**src/hw/rtl/ncdf_pkg.sv**
```systemverilog
// Shared constants, beat type and coefficient tables for the normal CDF pipeline.
// Depends on nothing; every other file of the block refers to it by scoped names.
package ncdf_pkg;

   localparam int IN_FRAC  = 12;               // fraction bits of z
   localparam int OUT_FRAC = 16;               // fraction bits of the probability
   localparam int Z_W      = 16;
   localparam int P_W      = OUT_FRAC + 1;
   localparam int QBITS    = 30;               // internal Q30 format

   localparam int X_W      = 34;               // Horner accumulator, covers +/-8.0
   localparam int OP_W     = 33;               // multiplier operand, covers +/-4.0
   localparam int PROD_W   = X_W + OP_W;

   localparam int SMALL_TERMS   = 9;
   localparam int MID_TERMS     = 15;
   localparam int HORNER_STAGES = MID_TERMS - 1;
   localparam int SCALE_STAGE   = SMALL_TERMS;  // small range: multiply by 2y here

   localparam int Y_SHIFT  = QBITS - 1 - IN_FRAC;       // |z| to y in Q30
   localparam int W_SHIFT  = 2 * Y_SHIFT - QBITS;       // y*y is exact in this range
   localparam int SQ_W     = IN_FRAC + 1;               // |z| below 2.0 fits here

   localparam logic [Z_W-1:0] LARGE_MAG = Z_W'(6 << IN_FRAC);
   localparam logic [Z_W-1:0] SMALL_MAG = Z_W'(2 << IN_FRAC);

   localparam logic signed [OP_W-1:0] ONE_Q = OP_W'(64'sd1 << QBITS);
   localparam logic signed [OP_W-1:0] TWO_Q = OP_W'(64'sd2 << QBITS);

   localparam logic [P_W-1:0] HALF_P = P_W'(1 << (OUT_FRAC - 1));
   localparam logic [P_W-1:0] ONE_P  = P_W'(1 << OUT_FRAC);

   typedef enum logic [2:0] {
      PH_POLY  = 3'b001,
      PH_SCALE = 3'b010,
      PH_PASS  = 3'b100
   } phase_type;

   typedef struct packed {
      logic                   small_range;
      logic                   positive;
      logic                   special;
      logic [P_W-1:0]         special_prob;
      logic signed [OP_W-1:0] op;           // w for the small range, t otherwise
      logic signed [OP_W-1:0] y2;           // 2y, used once in the small range
      logic signed [X_W-1:0]  x;
   } beat_type;

   // Coefficient given in units of 1e-12, rounded to Q30 with ties upward.
   function automatic logic signed [X_W-1:0] coef_q30(input bit neg, input longint n);
      longint v;
      v = (n * 64'sd262144 + 64'sd122070312) / 64'sd244140625;
      if (neg) v = -v;
      return X_W'(v);
   endfunction

   localparam logic signed [X_W-1:0] SMALL_COEF [SMALL_TERMS] = '{
      coef_q30(1'b0, 64'sd124818987),    coef_q30(1'b1, 64'sd1075204047),
      coef_q30(1'b0, 64'sd5198775019),   coef_q30(1'b1, 64'sd19198292004),
      coef_q30(1'b0, 64'sd59054035642),  coef_q30(1'b1, 64'sd151968751364),
      coef_q30(1'b0, 64'sd319152932694), coef_q30(1'b1, 64'sd531923007300),
      coef_q30(1'b0, 64'sd797884560593)
   };

   localparam logic signed [X_W-1:0] MID_COEF [MID_TERMS] = '{
      coef_q30(1'b1, 64'sd45255659),     coef_q30(1'b0, 64'sd152529290),
      coef_q30(1'b1, 64'sd19538132),     coef_q30(1'b1, 64'sd676904986),
      coef_q30(1'b0, 64'sd1390604284),   coef_q30(1'b1, 64'sd794620820),
      coef_q30(1'b1, 64'sd2034254874),   coef_q30(1'b0, 64'sd6549791214),
      coef_q30(1'b1, 64'sd10557625006),  coef_q30(1'b0, 64'sd11630447319),
      coef_q30(1'b1, 64'sd9279453341),   coef_q30(1'b0, 64'sd5353579108),
      coef_q30(1'b1, 64'sd2141268741),   coef_q30(1'b0, 64'sd535310849),
      coef_q30(1'b0, 64'sd999936657524)
   };

   // What the small range does in Horner stage k (1-based).
   function automatic phase_type stage_phase(input int k);
      if (k < SCALE_STAGE)       return PH_POLY;
      else if (k == SCALE_STAGE) return PH_SCALE;
      else                       return PH_PASS;
   endfunction

   function automatic logic signed [X_W-1:0] stage_small_coef(input int k);
      if (k < SMALL_TERMS) return SMALL_COEF[4'(k)];
      else                 return '0;
   endfunction

endpackage

```
**src/hw/rtl/ncdf_front.sv**
```systemverilog
// Entry stage: magnitude, range decode, Horner operand and starting coefficient.
// Depends on ncdf_pkg.
module ncdf_front (
   input  logic                           clock,
   input  logic                           reset,
   input  logic                           in_valid,
   output logic                           in_ready,
   input  logic signed [ncdf_pkg::Z_W-1:0] in_z,
   output logic                           out_valid,
   input  logic                           out_ready,
   output ncdf_pkg::beat_type             out_beat
);

   logic                                valid_ff;
   ncdf_pkg::beat_type                  beat_ff, beat_in;
   logic [ncdf_pkg::Z_W-1:0]            mag;
   logic                                zero, saturate, neg;
   logic signed [ncdf_pkg::OP_W-1:0]    y;
   logic [2*ncdf_pkg::SQ_W-1:0]         msq;
   logic signed [ncdf_pkg::OP_W-1:0]    w;

   assign in_ready  = !valid_ff || out_ready;
   assign out_valid = valid_ff;
   assign out_beat  = beat_ff;

   always_comb begin
      neg   = in_z[ncdf_pkg::Z_W-1];
      // most negative z wraps to its unsigned magnitude
      mag   = neg ? ncdf_pkg::Z_W'(~in_z + 1'b1) : ncdf_pkg::Z_W'(in_z);
      zero  = (in_z == '0);
      saturate = (mag >= ncdf_pkg::LARGE_MAG);
      y     = ncdf_pkg::OP_W'(mag) <<< ncdf_pkg::Y_SHIFT;
      msq   = mag[ncdf_pkg::SQ_W-1:0] * mag[ncdf_pkg::SQ_W-1:0];
      w     = ncdf_pkg::OP_W'(msq) <<< ncdf_pkg::W_SHIFT;

      beat_in.small_range  = (mag < ncdf_pkg::SMALL_MAG);
      beat_in.positive     = !neg && !zero;
      beat_in.special      = zero || saturate;
      beat_in.special_prob = zero ? ncdf_pkg::HALF_P :
                             (!neg ? ncdf_pkg::ONE_P : '0);
      beat_in.op           = beat_in.small_range ? w : (y - ncdf_pkg::TWO_Q);
      beat_in.y2           = y <<< 1;
      beat_in.x            = beat_in.small_range ? ncdf_pkg::SMALL_COEF[0]
                                                 : ncdf_pkg::MID_COEF[0];
   end

   always_ff @(posedge clock) begin
      if (reset) begin
         valid_ff <= 1'b0;
      end else if (in_ready) begin
         valid_ff <= in_valid;
      end
   end

   always_ff @(posedge clock) begin
      if (in_ready && in_valid) begin
         beat_ff <= beat_in;
      end
   end

endmodule

```
**config.mk**
```make
export PLATFORM = sky130hd
export DESIGN_NAME = ncdf_front
export DESIGN_NICKNAME = d
export VERILOG_FILES = /design/src/hw/rtl/ncdf_pkg.sv /design/src/hw/rtl/ncdf_front.sv
export SDC_FILE = /design/constraint.sdc
export NUM_CORES = 1
export LEC_CHECK = 0
export ABC_AREA = 1
export BUFFER_PORTS_ARGS = -buffer_cell sky130_fd_sc_hd__buf_2
export CORE_UTILIZATION = 45
export CTS_BUF_LIST = sky130_fd_sc_hd__clkbuf_8 sky130_fd_sc_hd__clkbuf_16
export CTS_CLUSTER_SIZE = 20
export DETAILED_ROUTE_END_ITERATION = 8
export GPL_ROUTABILITY_DRIVEN = 0
export HOLD_SLACK_MARGIN = 0.05
export MAX_ROUTING_LAYER = met4
export PLACE_DENSITY = 0.66
export SLEW_MARGIN = 20
export SYNTH_ARGS = -nofsm -noshare
export SYNTH_HDL_FRONTEND = slang
export SYNTH_SLANG_ARGS = --single-unit
```
**constraint.sdc**
```tcl
create_clock -name clock -period 21.3 [get_ports clock]
set_input_delay 4.26 -clock clock [delete_from_list [all_inputs] [get_ports clock]]
set_output_delay 4.26 -clock clock [all_outputs]
set_load 0.05 [all_outputs]
```
# Word level (Yosys, flattened, before mapping)
# Index checks and enable logic that the tools add are counted.
# Widths: inputs -> output; s select.
# word_totals
regBits	103
input_bits	20
output_inout_bits	122
wordCells	27
# classes
add_sub_neg	2
n_mul	1
magnitude_cmp	2
mux	4
bitwise	1
n_reduce_logical	8
# op_table
cell	count
$mux 34	1
$sub 33x33->33 const B	1
$mux 30	1
$mul 13x13->26	1
$mux 17	1
$add 16x1->16 const B	1
$ge 16x15->1 const B	1
$logic_not 16->1	1
$lt 16x14->1 const B	1
$mux 16	1
$not 16->16	1
$logic_not 1->1	3
$logic_and 1x1->1	2
$logic_or 1x1->1	2

# Depth between registers and ports, before layout
# logic_depth
depth_word	5
mapped_depth	37
ltp_nobuf	35

# Worst setup path after synthesis
# Ideal clock, no wire load.
# synth_path
kind	input-to-reg
startpoint	input in_z[0] in the netlist's numbering
endpoint	register beat_ff, in the netlist out_beat[91], data pin
t_arrival_ns	9.747
required_time_ns	21.048
path_slack_ns	11.301
path_stages	34
path_buffers	2
path_cell_list	inv_2 -> clkbuf_1 -> ha_1 -> nand3_2 -> nor2_2 -> nand3_1 -> nand2_1 -> nand2_1 -> nand2_1 -> buf_4 -> inv_2 -> nor2_1 -> inv_1 -> fa_1 -> inv_1 -> fa_1 -> inv_1 -> fa_1 -> inv_1 -> fa_1 -> inv_1 -> fa_1 -> inv_1 -> ha_1 -> nand2_1 -> inv_1 -> a21boi_0 -> nor2_1 -> nor2_1 -> nand2_1 -> nand2_1 -> nand2_1 -> nand2_1 -> nand2_1
# synth_lines
element	line_no	rtl
start: declaration	ncdf_front.sv:8	input logic signed [ncdf_pkg::Z_W-1:0] in_z,
end signal: assignment	ncdf_front.sv:57	beat_ff <= beat_in;
end: declaration	ncdf_front.sv:15	ncdf_pkg::beat_type beat_ff, beat_in;

==> impl_metrics.yaml <==
status:
  status: "completed"
drt:
  vias_per_cell: 4.78
  drt-total-wl_um: 18000
  vias: 6122
  drtAntennaViolNets: 0
  drc: 0
  wire_per_inst_um: 14.0
  firstDrtPassIters: 5
  drtIter0Drc: 460
setup_path:
  reg2reg_slack_ns: 19.88
  required_ns: 21.35
  worstSetupStartpointType: "input port"
  critPathMaxFanout: 14
  worst_path_most_repeated_cell: "nand2_1"
  cp_data_arrival_time_ns: 10.52
  endpoint_kind: "register"
  max_stage_delay_ns: 0.53
  slowest_stage: "fa_1"
  criticalPathCategory: "input port to register"
clock_tree:
  ctsHoldBuffers: 0
  cts_tree: "built"
  cts_resized: 0
  clock-root-buffer: "clkbuf_16"
  cts_buffer_depth: 2
  clk_pin_slew_ns: 0.07
  cts_made_buffers: 5
  clock-sinks: 50
  worstSkewPairLatency_ns: 0.30
  htreeDepth: 2
  cts_setup_buffers: 0
floorplan:
  ios: 142
  die_w_um: 135
  start_util_pct: 46.1
  core.rowCount: 48
  dieArea_um2: 18200
  core-area_um2: 17200
  die_y_um: 135
sta:
  worst_slew_pin_slew_ns: 0.764
  post-route-period-util_pct: 49.1
  fin_crit_ns: 10.47
  drv_slew: 0
  skew_ns: 0.00404
  rsz0062_at_grt: "false"
  hold_viol: 0
  fmax_mhz: 95.5
  slew_headroom_pct: 49.1
  setup_viol: 0
  tns_ns: 0
synth:
  synth_top_family_by_area: "adder cells"
  synthMuxAreaShare_pct: 0
  yosys_warnings: 0
  synth_ff_type: "edfxtp_1"
  synthesis.area_um2: 7940
  synthArstFlopShare_pct: 0
  synthSimpleGateAreaFrac_pct: 19.4
  synth_cell_types: 38
  synth_compound_area_share_pct: 4.05
  ys_ff_latch: 50
  synth_edf_count: 49
  synth-xor-area-share_pct: 2.22
  syn_avg_cell_area_um2: 8.04
  syn-instance-count: 988
  synth_fa_ha_area_share_pct: 36.0
  yosysSeqAreaShare_pct: 18.8
grt:
  track_usage_pct: 21.7
  grt_overflow_total: 0
  grt.busiest_layer: "met2"
  gr-usage-met3_pct: 2.52
  gr-usage-met1_pct: 28.5
  grt_max_degree: 50
  grt_pass1_wl_um: 29600
  antenna_found_initial: 0
  grt_pass1_vias: 6106
  grt_util_met2_pct: 36.0
worst_hold_path:
  hp-class: "register to register"
cells_and_area:
  finalNetCount: 1244
  diodes: 0
  layout-drive-gt1-share_pct: 13.8
  syn2layout_area_growth_pct: 6.22
  fillers: 1748
place:
  io_buffer_count: 92
  hpwl_um: 14800
flow_run:
  drv_cap: 0
Yosys cell counts (all sizes together), types with 6 or more instances:
cell | number | area (µm²)
a21oi | 26 | 138
buf | 80 | 604
edfxtp | 49 | 1470
fa | 99 | 1980
ha | 70 | 876
inv | 250 | 938
nand2 | 214 | 851
nand3 | 28 | 155
nand4 | 9 | 56.3
nor2 | 90 | 348
nor3 | 10 | 55.1
o21ai | 18 | 93.8
or2 | 6 | 37.5
xor2 | 13 | 133
final timing paths:
path	to	cells after the start	from
max	out_beat[95]$_DFFE_PP_	33	in_z[0]
min reg2reg	out_valid$_SDFFE_PP0N_	2	out_valid$_SDFFE_PP0N_
max reg2reg	out_beat[99]$_SDFFCE_PP0P_	2	out_valid$_SDFFE_PP0N_
min	out_valid$_SDFFE_PP0N_	2	out_valid$_SDFFE_PP0N_
logic make-up (layout without fill, tap and decap cells):
group | Yosys count | count (layout)
compound gates | 55 | 55
xor+xnor | 18 | 18
fa+ha+maj | 169 | 169
buf+inv | 332 | 353
flops | 50 | 50
other cells | 2 | 49
simple gates | 362 | 362
final cells by class:
cell class                      count  area, µm²  area share, %
Clock buffer                        5        125           1.48
Clock inverter                      3       28.8          0.341
Inverter                          250        938           11.1
Multi-Input combinational cell    653       5090           60.3
Sequential cell                    50       1490           17.7
Tap cell                          225        282           3.34
Timing Repair Buffer               95        483           5.72
worst max-delay path, delay by kind of cell:
family / cells / cell delay [ns]
buf+inv: 10 / 0.93
compound gates: 1 / 0.38
simple gates: 15 / 1.68
fa+ha+maj: 7 / 3.20
sequential cells by signal, summed over array words and instances (netlist names):
signal     count
out_beat      49
out_valid      1
cells in the final DEF (no fill, tap or decap), types with 10 or more instances in the layout:
cell type,count
o21ai_0,15
xor2_1,12
nand3_1,25
nor2_1,86
a21oi_1,23
nand2_1,201
buf_2,92
inv_2,11
edfxtp_1,49
ha_1,70
inv_1,239
fa_1,99
conb_1,49
nand2_2,10
layer usage:
metal	share of wire [%]	vias to the layer above
li1	-	2961
met4	1.6	0
met1	45	2919
met5	0	-
met3	5.9	22
met2	48	220
metrics by stage:
step	utilization [%]	area (µm²)	setup slack (ns)	hold slack (ns)	cells
CTS	48.9	8440	10.88	0.579	1281
global route	48.9	8440	10.26	0.582	1281
finish	48.9	8440	10.83	0.561	1281
floorplan	-	8120	11.30	1.07	1035
detailed placement	48.1	8280	10.59	0.567	1273
global placement	48.1	8280	10.70	0.520	1273
Power is not shown: default switching activity piles up to over one toggle a cycle in this logic, so the estimate is an artifact.
