===== config.mk =====
export PLATFORM = sky130hd
export DESIGN_NAME = ncdf_back
export DESIGN_NICKNAME = d
export VERILOG_FILES = /design/src/hw/rtl/ncdf_pkg.sv /design/src/hw/rtl/ncdf_back.sv
export SDC_FILE = /design/constraint.sdc
export NUM_CORES = 1
export LEC_CHECK = 0
export BUFFER_PORTS_ARGS = -buffer_cell sky130_fd_sc_hd__clkbuf_2
export CAP_MARGIN = 5
export CELL_PAD_IN_SITES_DETAIL_PLACEMENT = 1
export CELL_PAD_IN_SITES_GLOBAL_PLACEMENT = 2
export CORE_ASPECT_RATIO = 0.6
export CORE_MARGIN = 5
export CORE_UTILIZATION = 22
export DETAILED_ROUTE_END_ITERATION = 10
export PLACE_DENSITY_LB_ADDON = 0.1
export SETUP_SLACK_MARGIN = 0.3
export SLEW_MARGIN = 20
export SYNTH_ARGS = -nofsm -noshare
export SYNTH_HDL_FRONTEND = slang
export SYNTH_SLANG_ARGS = --single-unit

===== constraint.sdc =====
create_clock -name clock -period 4.23 [get_ports clock]
set_input_delay 0.846 -clock clock [delete_from_list [all_inputs] [get_ports clock]]
set_output_delay 0.846 -clock clock [all_outputs]
set_load 0.01 [all_outputs]

===== src/hw/rtl/ncdf_pkg.sv =====
// Shared constants, beat type and coefficient tables for the normal CDF pipeline.
// Depends on nothing; every other file of the block refers to it by scoped names.
package ncdf_pkg;

   localparam int IN_FRAC  = 12;               // fraction bits of z
   localparam int OUT_FRAC = 16;               // fraction bits of the probability
   localparam int Z_W      = 16;
   localparam int P_W      = OUT_FRAC + 1;
   localparam int QBITS    = 30;               // internal Q30 format

   localparam int X_W      = 34;               // Horner accumulator, covers +/-8.0
   localparam int OP_W     = 33;               // multiplier operand, covers +/-4.0
   localparam int PROD_W   = X_W + OP_W;

   localparam int SMALL_TERMS   = 9;
   localparam int MID_TERMS     = 15;
   localparam int HORNER_STAGES = MID_TERMS - 1;
   localparam int SCALE_STAGE   = SMALL_TERMS;  // small range: multiply by 2y here

   localparam int Y_SHIFT  = QBITS - 1 - IN_FRAC;       // |z| to y in Q30
   localparam int W_SHIFT  = 2 * Y_SHIFT - QBITS;       // y*y is exact in this range
   localparam int SQ_W     = IN_FRAC + 1;               // |z| below 2.0 fits here

   localparam logic [Z_W-1:0] LARGE_MAG = Z_W'(6 << IN_FRAC);
   localparam logic [Z_W-1:0] SMALL_MAG = Z_W'(2 << IN_FRAC);

   localparam logic signed [OP_W-1:0] ONE_Q = OP_W'(64'sd1 << QBITS);
   localparam logic signed [OP_W-1:0] TWO_Q = OP_W'(64'sd2 << QBITS);

   localparam logic [P_W-1:0] HALF_P = P_W'(1 << (OUT_FRAC - 1));
   localparam logic [P_W-1:0] ONE_P  = P_W'(1 << OUT_FRAC);

   typedef enum logic [2:0] {
      PH_POLY  = 3'b001,
      PH_SCALE = 3'b010,
      PH_PASS  = 3'b100
   } phase_type;

   typedef struct packed {
      logic                   small_range;
      logic                   positive;
      logic                   special;
      logic [P_W-1:0]         special_prob;
      logic signed [OP_W-1:0] op;           // w for the small range, t otherwise
      logic signed [OP_W-1:0] y2;           // 2y, used once in the small range
      logic signed [X_W-1:0]  x;
   } beat_type;

   // Coefficient given in units of 1e-12, rounded to Q30 with ties upward.
   function automatic logic signed [X_W-1:0] coef_q30(input bit neg, input longint n);
      longint v;
      v = (n * 64'sd262144 + 64'sd122070312) / 64'sd244140625;
      if (neg) v = -v;
      return X_W'(v);
   endfunction

   localparam logic signed [X_W-1:0] SMALL_COEF [SMALL_TERMS] = '{
      coef_q30(1'b0, 64'sd124818987),    coef_q30(1'b1, 64'sd1075204047),
      coef_q30(1'b0, 64'sd5198775019),   coef_q30(1'b1, 64'sd19198292004),
      coef_q30(1'b0, 64'sd59054035642),  coef_q30(1'b1, 64'sd151968751364),
      coef_q30(1'b0, 64'sd319152932694), coef_q30(1'b1, 64'sd531923007300),
      coef_q30(1'b0, 64'sd797884560593)
   };

   localparam logic signed [X_W-1:0] MID_COEF [MID_TERMS] = '{
      coef_q30(1'b1, 64'sd45255659),     coef_q30(1'b0, 64'sd152529290),
      coef_q30(1'b1, 64'sd19538132),     coef_q30(1'b1, 64'sd676904986),
      coef_q30(1'b0, 64'sd1390604284),   coef_q30(1'b1, 64'sd794620820),
      coef_q30(1'b1, 64'sd2034254874),   coef_q30(1'b0, 64'sd6549791214),
      coef_q30(1'b1, 64'sd10557625006),  coef_q30(1'b0, 64'sd11630447319),
      coef_q30(1'b1, 64'sd9279453341),   coef_q30(1'b0, 64'sd5353579108),
      coef_q30(1'b1, 64'sd2141268741),   coef_q30(1'b0, 64'sd535310849),
      coef_q30(1'b0, 64'sd999936657524)
   };

   // What the small range does in Horner stage k (1-based).
   function automatic phase_type stage_phase(input int k);
      if (k < SCALE_STAGE)       return PH_POLY;
      else if (k == SCALE_STAGE) return PH_SCALE;
      else                       return PH_PASS;
   endfunction

   function automatic logic signed [X_W-1:0] stage_small_coef(input int k);
      if (k < SMALL_TERMS) return SMALL_COEF[4'(k)];
      else                 return '0;
   endfunction

endpackage


===== src/hw/rtl/ncdf_back.sv =====
// Output stage: 0.5 +/- x/2 in Q31, clamp to [0, 1], round to the output format.
// Depends on ncdf_pkg; drives the result channel register.
module ncdf_back (
   input  logic                         clock,
   input  logic                         reset,
   input  logic                         in_valid,
   output logic                         in_ready,
   input  ncdf_pkg::beat_type           in_beat,
   output logic                         out_valid,
   input  logic                         out_ready,
   output logic [ncdf_pkg::P_W-1:0]     out_prob
);

   localparam int R_W  = ncdf_pkg::X_W + 2;
   localparam int RC_W = ncdf_pkg::QBITS + 2;
   localparam int RSH  = ncdf_pkg::QBITS + 1 - ncdf_pkg::OUT_FRAC;

   localparam logic signed [R_W-1:0] ONE_R = R_W'(64'sd1 << ncdf_pkg::QBITS);
   localparam logic signed [R_W-1:0] TOP_R = R_W'(64'sd2 << ncdf_pkg::QBITS);
   localparam logic [RC_W-1:0] RND_BIAS = RC_W'(64'sd1 << (RSH - 1));

   logic                        valid_ff;
   logic [ncdf_pkg::P_W-1:0]    prob_ff, prob_in;
   logic signed [R_W-1:0]       xe, r;
   logic [RC_W-1:0]             rc, rs;

   assign in_ready  = !valid_ff || out_ready;
   assign out_valid = valid_ff;
   assign out_prob  = prob_ff;

   always_comb begin
      xe = R_W'(in_beat.x);
      r  = in_beat.positive ? ONE_R + xe : ONE_R - xe;
      if (r < 0)          rc = '0;
      else if (r > TOP_R) rc = RC_W'(TOP_R);
      else                rc = RC_W'(r);
      rs = rc + RND_BIAS;
      prob_in = in_beat.special ? in_beat.special_prob : rs[RSH +: ncdf_pkg::P_W];
   end

   always_ff @(posedge clock) begin
      if (reset) begin
         valid_ff <= 1'b0;
      end else if (in_ready) begin
         valid_ff <= in_valid;
      end
   end

   always_ff @(posedge clock) begin
      if (in_ready && in_valid) begin
         prob_ff <= prob_in;
      end
   end

endmodule


# After elaboration in Yosys (flattened, before gate mapping)
# Index checks and enable logic that the tools add are counted.
op_classes:
  reduce_logical: 3
  magnitude_cmp: 2
  add_sub_neg: 3
  mux: 4
op_table:
  columns: ["operator", "count"]
  rows:
  - ["32-bit 2-to-1 mux", 2]
  - ["36-bit by 33-bit greater-than comparator with 1-bit output (second input constant)", 1]
  - ["36-bit by 1-bit < comparator with 1-bit output (second input constant)", 1]
  - ["36-bit 2-to-1 mux", 1]
  - ["32-bit by 34-bit adder with 35-bit output (first input constant)", 1]
  - ["32-bit by 34-bit subtractor with 35-bit output (first input constant)", 1]
  - ["32-bit by 15-bit adder with 32-bit output (second input constant)", 1]
  - ["17-bit 2-to-1 mux", 1]
  - ["1-bit logical AND", 1]
  - ["1-bit logical NOT", 1]
  - ["1-bit logical OR", 1]
totals:
  output_inout_bits: 19
  regBits: 18
  in_bits: 124

# Logic depth before layout (Yosys ltp)
depth:
  depth_word: 7
  mapped_depth: 17

# Worst setup path before layout
# OpenSTA, ideal clock, no wires.
synth_path:
  path_kind: "input-to-reg"
  startpoint: "input port in_beat[16] (netlist bit)"
  endpoint: "register prob_ff, in the netlist out_prob[13], data pin"
  arrival_time_ps: 4118
  setup_slack_ps: -68
  t_required_ps: 4050
  path_buffers: 1
  cell_stages: 15
  path_cell_list: "or3_1 nor3_2 nand3_1 mux2i_1 o31a_1 nor4_4 nor2_4 buf_2 nor2_1 ha_1 inv_1 a2111oi_4 and4_1 nor3_1 o41ai_2"
synth_between:
  elab_chain_cells: 7
  word_cells_on_any_way: 9
  classes_between: "3 x add/sub; 2 x order compare; 4 x mux"
synth_lines:
  columns: ["element", "line", "text"]
  rows:
  - ["start: declaration", "ncdf_back.sv:8", "input ncdf_pkg::beat_type in_beat,"]
  - ["32-bit by 34-bit subtractor with 35-bit output / 32-bit by 34-bit adder with 35-bit output (equally long branches)", "ncdf_back.sv:33", "r = in_beat.positive ? ONE_R + xe : ONE_R - xe;"]
  - ["36-bit 2-to-1 mux *", "ncdf_back.sv:33", null]
  - ["36-bit by 33-bit greater-than comparator with 1-bit output", "ncdf_back.sv:35", "else if (r > TOP_R) rc = RC_W'(TOP_R);"]
  - ["32-bit 2-to-1 mux", "ncdf_back.sv:35", null]
  - ["32-bit 2-to-1 mux *", "ncdf_back.sv:34", "if (r < 0) rc = '0;"]
  - ["32-bit by 15-bit adder with 32-bit output *", "ncdf_back.sv:37", "rs = rc + RND_BIAS;"]
  - ["17-bit 2-to-1 mux *", "ncdf_back.sv:38", "prob_in = in_beat.special ? in_beat.special_prob : rs[RSH +: ncdf_pkg::P_W];"]
  - ["via prob_in (one bit)", "ncdf_back.sv:23", "logic [ncdf_pkg::P_W-1:0] prob_ff, prob_in;"]
  - ["end signal: assignment", "ncdf_back.sv:51", "prob_ff <= prob_in;"]
  - ["end: declaration", "ncdf_back.sv:23", null]
# Mark *: on every way through the listed nets, which the timed path passes. The rest lies on a longest branch.
# A chain may end at the register's enable or synchronous reset.

# Worst setup path after layout
layout_path:
  startpoint: "input port in_beat[16] (netlist bit)"
  endpoint: "register prob_ff, in the netlist out_prob[15], data pin"
# Same word-level chain as after synthesis.

==> impl_metrics.ini <==
[sta]
skew_ns = 0.00155
max_slew_margin_pct = 44.8
final_max_slew_viol_count = 0
tightestPinTransition_ns = 0.827
final_min_period_ns = 4.03
fin_setup_tns_ns = 0
final_min_period_over_clock_period_pct = 95.2
finalHoldViolCount = 0
fmaxAchievable_mhz = 248
setup_repair_after_global_routing_missed_its_margin = true
report.final.setup_viol = 0

[global_routing]
antenna_found_initial = 0
pin_count_of_the_biggest_net_entering_global_routing = 36
track_usage_pct = 14.7
global_route_wire_length_before_repair_microns = 16600
first_global_vias = 3079
global_route_overflow = 0

[synth]
synth_mux_area_share_pct = 2.79
synth_cell_types = 76
synth-seq-area-share_pct = 20.1
netlist_area_sq_um = 2640
postSynth.topFlopCell = edfxtp_1
synthAdderAreaFrac_pct = 1.89
synth_compound_area_share_pct = 26.6
number_of_enable_flip_flop_cells_after_synthesis = 17
cell_types_with_the_largest_area_share_after_synthesis = edfxtp_1 19%, xnor2_1 6.0%, nand2_1 4.4%
yosys.area.top_type = edfxtp_1
yosys_register_bits = 18
async_flop_share_pct = 0
synth-simple-area-share_pct = 32.0
largest_family_of_logic_cells_by_synthesized_area = simple AND/OR/NAND/NOR gates
synthesis.yosys.warnings = 0
synth-xor-area-share_pct = 8.91
postSynthAreaPerCell_sq_um = 8.39
synth_fp_nets = 443
synth_cells = 315
post-synth-top-area-fraction_pct = 19.3

[placed_design]
routabilityCongestion = 0.803
port-buffer-count = 75
dpl_cell_area_sq_um = 3770
dp_hpwl_microns = 8740

[cts]
max-clock-path-buffers = 2
clock_tree.root_cell = clkbuf_16
cts_tree = built
ctsHtreeMaxLevel = 1
clkSlewWorstSetupHoldPaths_ns = 0.05
clock_sink_count = 18
clkLatencyLatePin_ns = 0.25
cts-hold-fix-buffers = 0
tritoncts.num_buffers = 3

[worst_setup_path]
cp_data_arrival_time_ns = 4.10
critical_path_class = in2reg
startpoint_type = primary input
regToRegStartpoint = out_valid
data_required_time_of_the_worst_path_ns = 4.31
worst-path-max-fanout = 4
setup.worst_path.start = in_beat[16]
critPathCaptureType = flip-flop

[worst_hold_path]
worstHoldPathType = reg2reg
startpoint_of_the_tightest_hold_check_path = out_valid

[route]
post_detailed_route_count_of_antenna_violating_nets = 0
wire_per_inst_microns = 17.0
detailroute.wirelength.met2_microns = 4350
met3_length_microns = 404
routed.top_layer = met4
wirelength_microns = 10600
detail_route.iter0.violations = 137
number_of_search_and_repair_iterations_in_the_first_detailed_routing_pass = 4
num_vias = 3022
avgViaCountPerCell = 4.87
wl_met1_microns = 5780
drc_errors_left = 0

[cells_and_area]
final_common_cell = buf_4
layout.cells.most_common_list = 83 x buf_4, 73 x clkbuf_2, 30 x nand2_1
finalNetCount = 585
post_synthesis_to_final_layout_area_growth_pct = 51.5
finalCoreUtilization_pct = 33.6
design_area_sq_um = 4000
n_fill_cell = 1451
antennaDiodeCount = 0
post_route_cells_drive_above_1_share_pct = 47.8

[power_and_ir_drop]
p_per_area_nw_per_um2 = 177
p_leak_nw = 1.66
vdd_drop_max_uv = 119
design_power_total_w = 0.000707

[floorplan]
effective_utilization_at_floorplan_pct = 22.2
chipHeight_microns = 94.9
core_area_sq_um = 11900
ioPinCount = 143
std_cell_rows = 31
die_area_sq_um = 14400
die_width_microns = 151

[job]
cap_violations = 0

[run_status]
outcome = completed
## power by group
| part | internal [W] | switching [W] |
|---|---|---|
| Sequential | 0.000212 | 0.00000359 |
| Clock | 0.000128 | 0.0000712 |
| Combinational | 0.000131 | 0.000161 |
| Total | 0.000471 | 0.000236 |
## cell type report
type	count	area, sq um	area share (%)
tap	165	206	5.16
multi-input combinational	263	2070	51.8
timing repair buffer	163	1080	27.1
sequential	18	531	13.3
clock buffer	4	78.8	1.97
inverter	8	30.0	0.750
## final timing paths
path                  endpoint  depth (start not counted)  slack [ns]
hold / removal       out_valid                          2        0.51
hold reg to reg      out_valid                          2        0.51
setup reg to reg  out_prob[10]                          2        2.78
setup / recovery  out_prob[15]                         17        0.20
## registers in the layout (all words and copies together), names as in the netlist
signal and count:
out_valid 1, out_prob 17
## worst max-delay path, cell delays in order
cell and delay (ns):
clkbuf_2 0.11, or3_4 0.42, nor3_4 0.20, buf_6 0.14
nand3_4 0.10, mux2i_2 0.17, o31a_1 0.35, nor4_4 0.38
nor2_4 0.09, nor2_2 0.11, ha_2 0.18, inv_2 0.06
a2111oi_4 0.25, buf_4 0.18, nand4b_1 0.13, xor2_1 0.19
o31ai_1 0.20
## synth_stat cells, types with 4 or more instances
library cell / number
buf_2: 7
a21oi_1: 9
nand3_1: 12
o31ai_1: 14
clkbuf_1: 7
or2_2: 4
ha_1: 4
mux2i_1: 4
xor2_1: 7
nor3_1: 11
and2_1: 4
nand2_1: 31
nor4_1: 4
nand2b_1: 5
inv_1: 8
edfxtp_1: 17
buf_6: 6
nor2_1: 24
and3_1: 6
xnor2_1: 18
a31oi_1: 6
o31a_1: 4
o2111ai_1: 4
o21ai_0: 12
and4_1: 5
## cell families (layout without fill, tap and decap cells)
| group | after synthesis | after routing |
|---|---|---|
| AOI/OAI and AO/OA | 87 | 87 |
| xor gates and xnor gates | 26 | 26 |
| adders and majority gates | 4 | 4 |
| buffers and inverters | 34 | 175 |
| DFF | 18 | 18 |
| muxes | 7 | 7 |
| and+or+nand+nor | 139 | 139 |
## layer usage
layer	global-route usage, %	vias to the layer above
met1	23.4	1471
li1	-	1493
met4	1.13	0
met3	2.59	2
met5	0	-
met2	21.2	56
## timing repair
item	in CTS	in global routing
endpoints found under the setup margin	7	8
pin swaps	11	2
resized for setup	10	15
gates cloned	0	0
buffers inserted	2	2
## stage by stage
step | setup WS [ns] | hold slack [ns] | std cells
floorplan | 0.0708 | 0.593 | 315
detailed placement | -0.178 | 0.507 | 613
CTS | 0.191 | 0.515 | 619
global route | 0.0181 | 0.548 | 621
finish | 0.205 | 0.509 | 621
global placement | -0.195 | 0.493 | 613
Note: power is estimated with default switching activity, not from simulation.
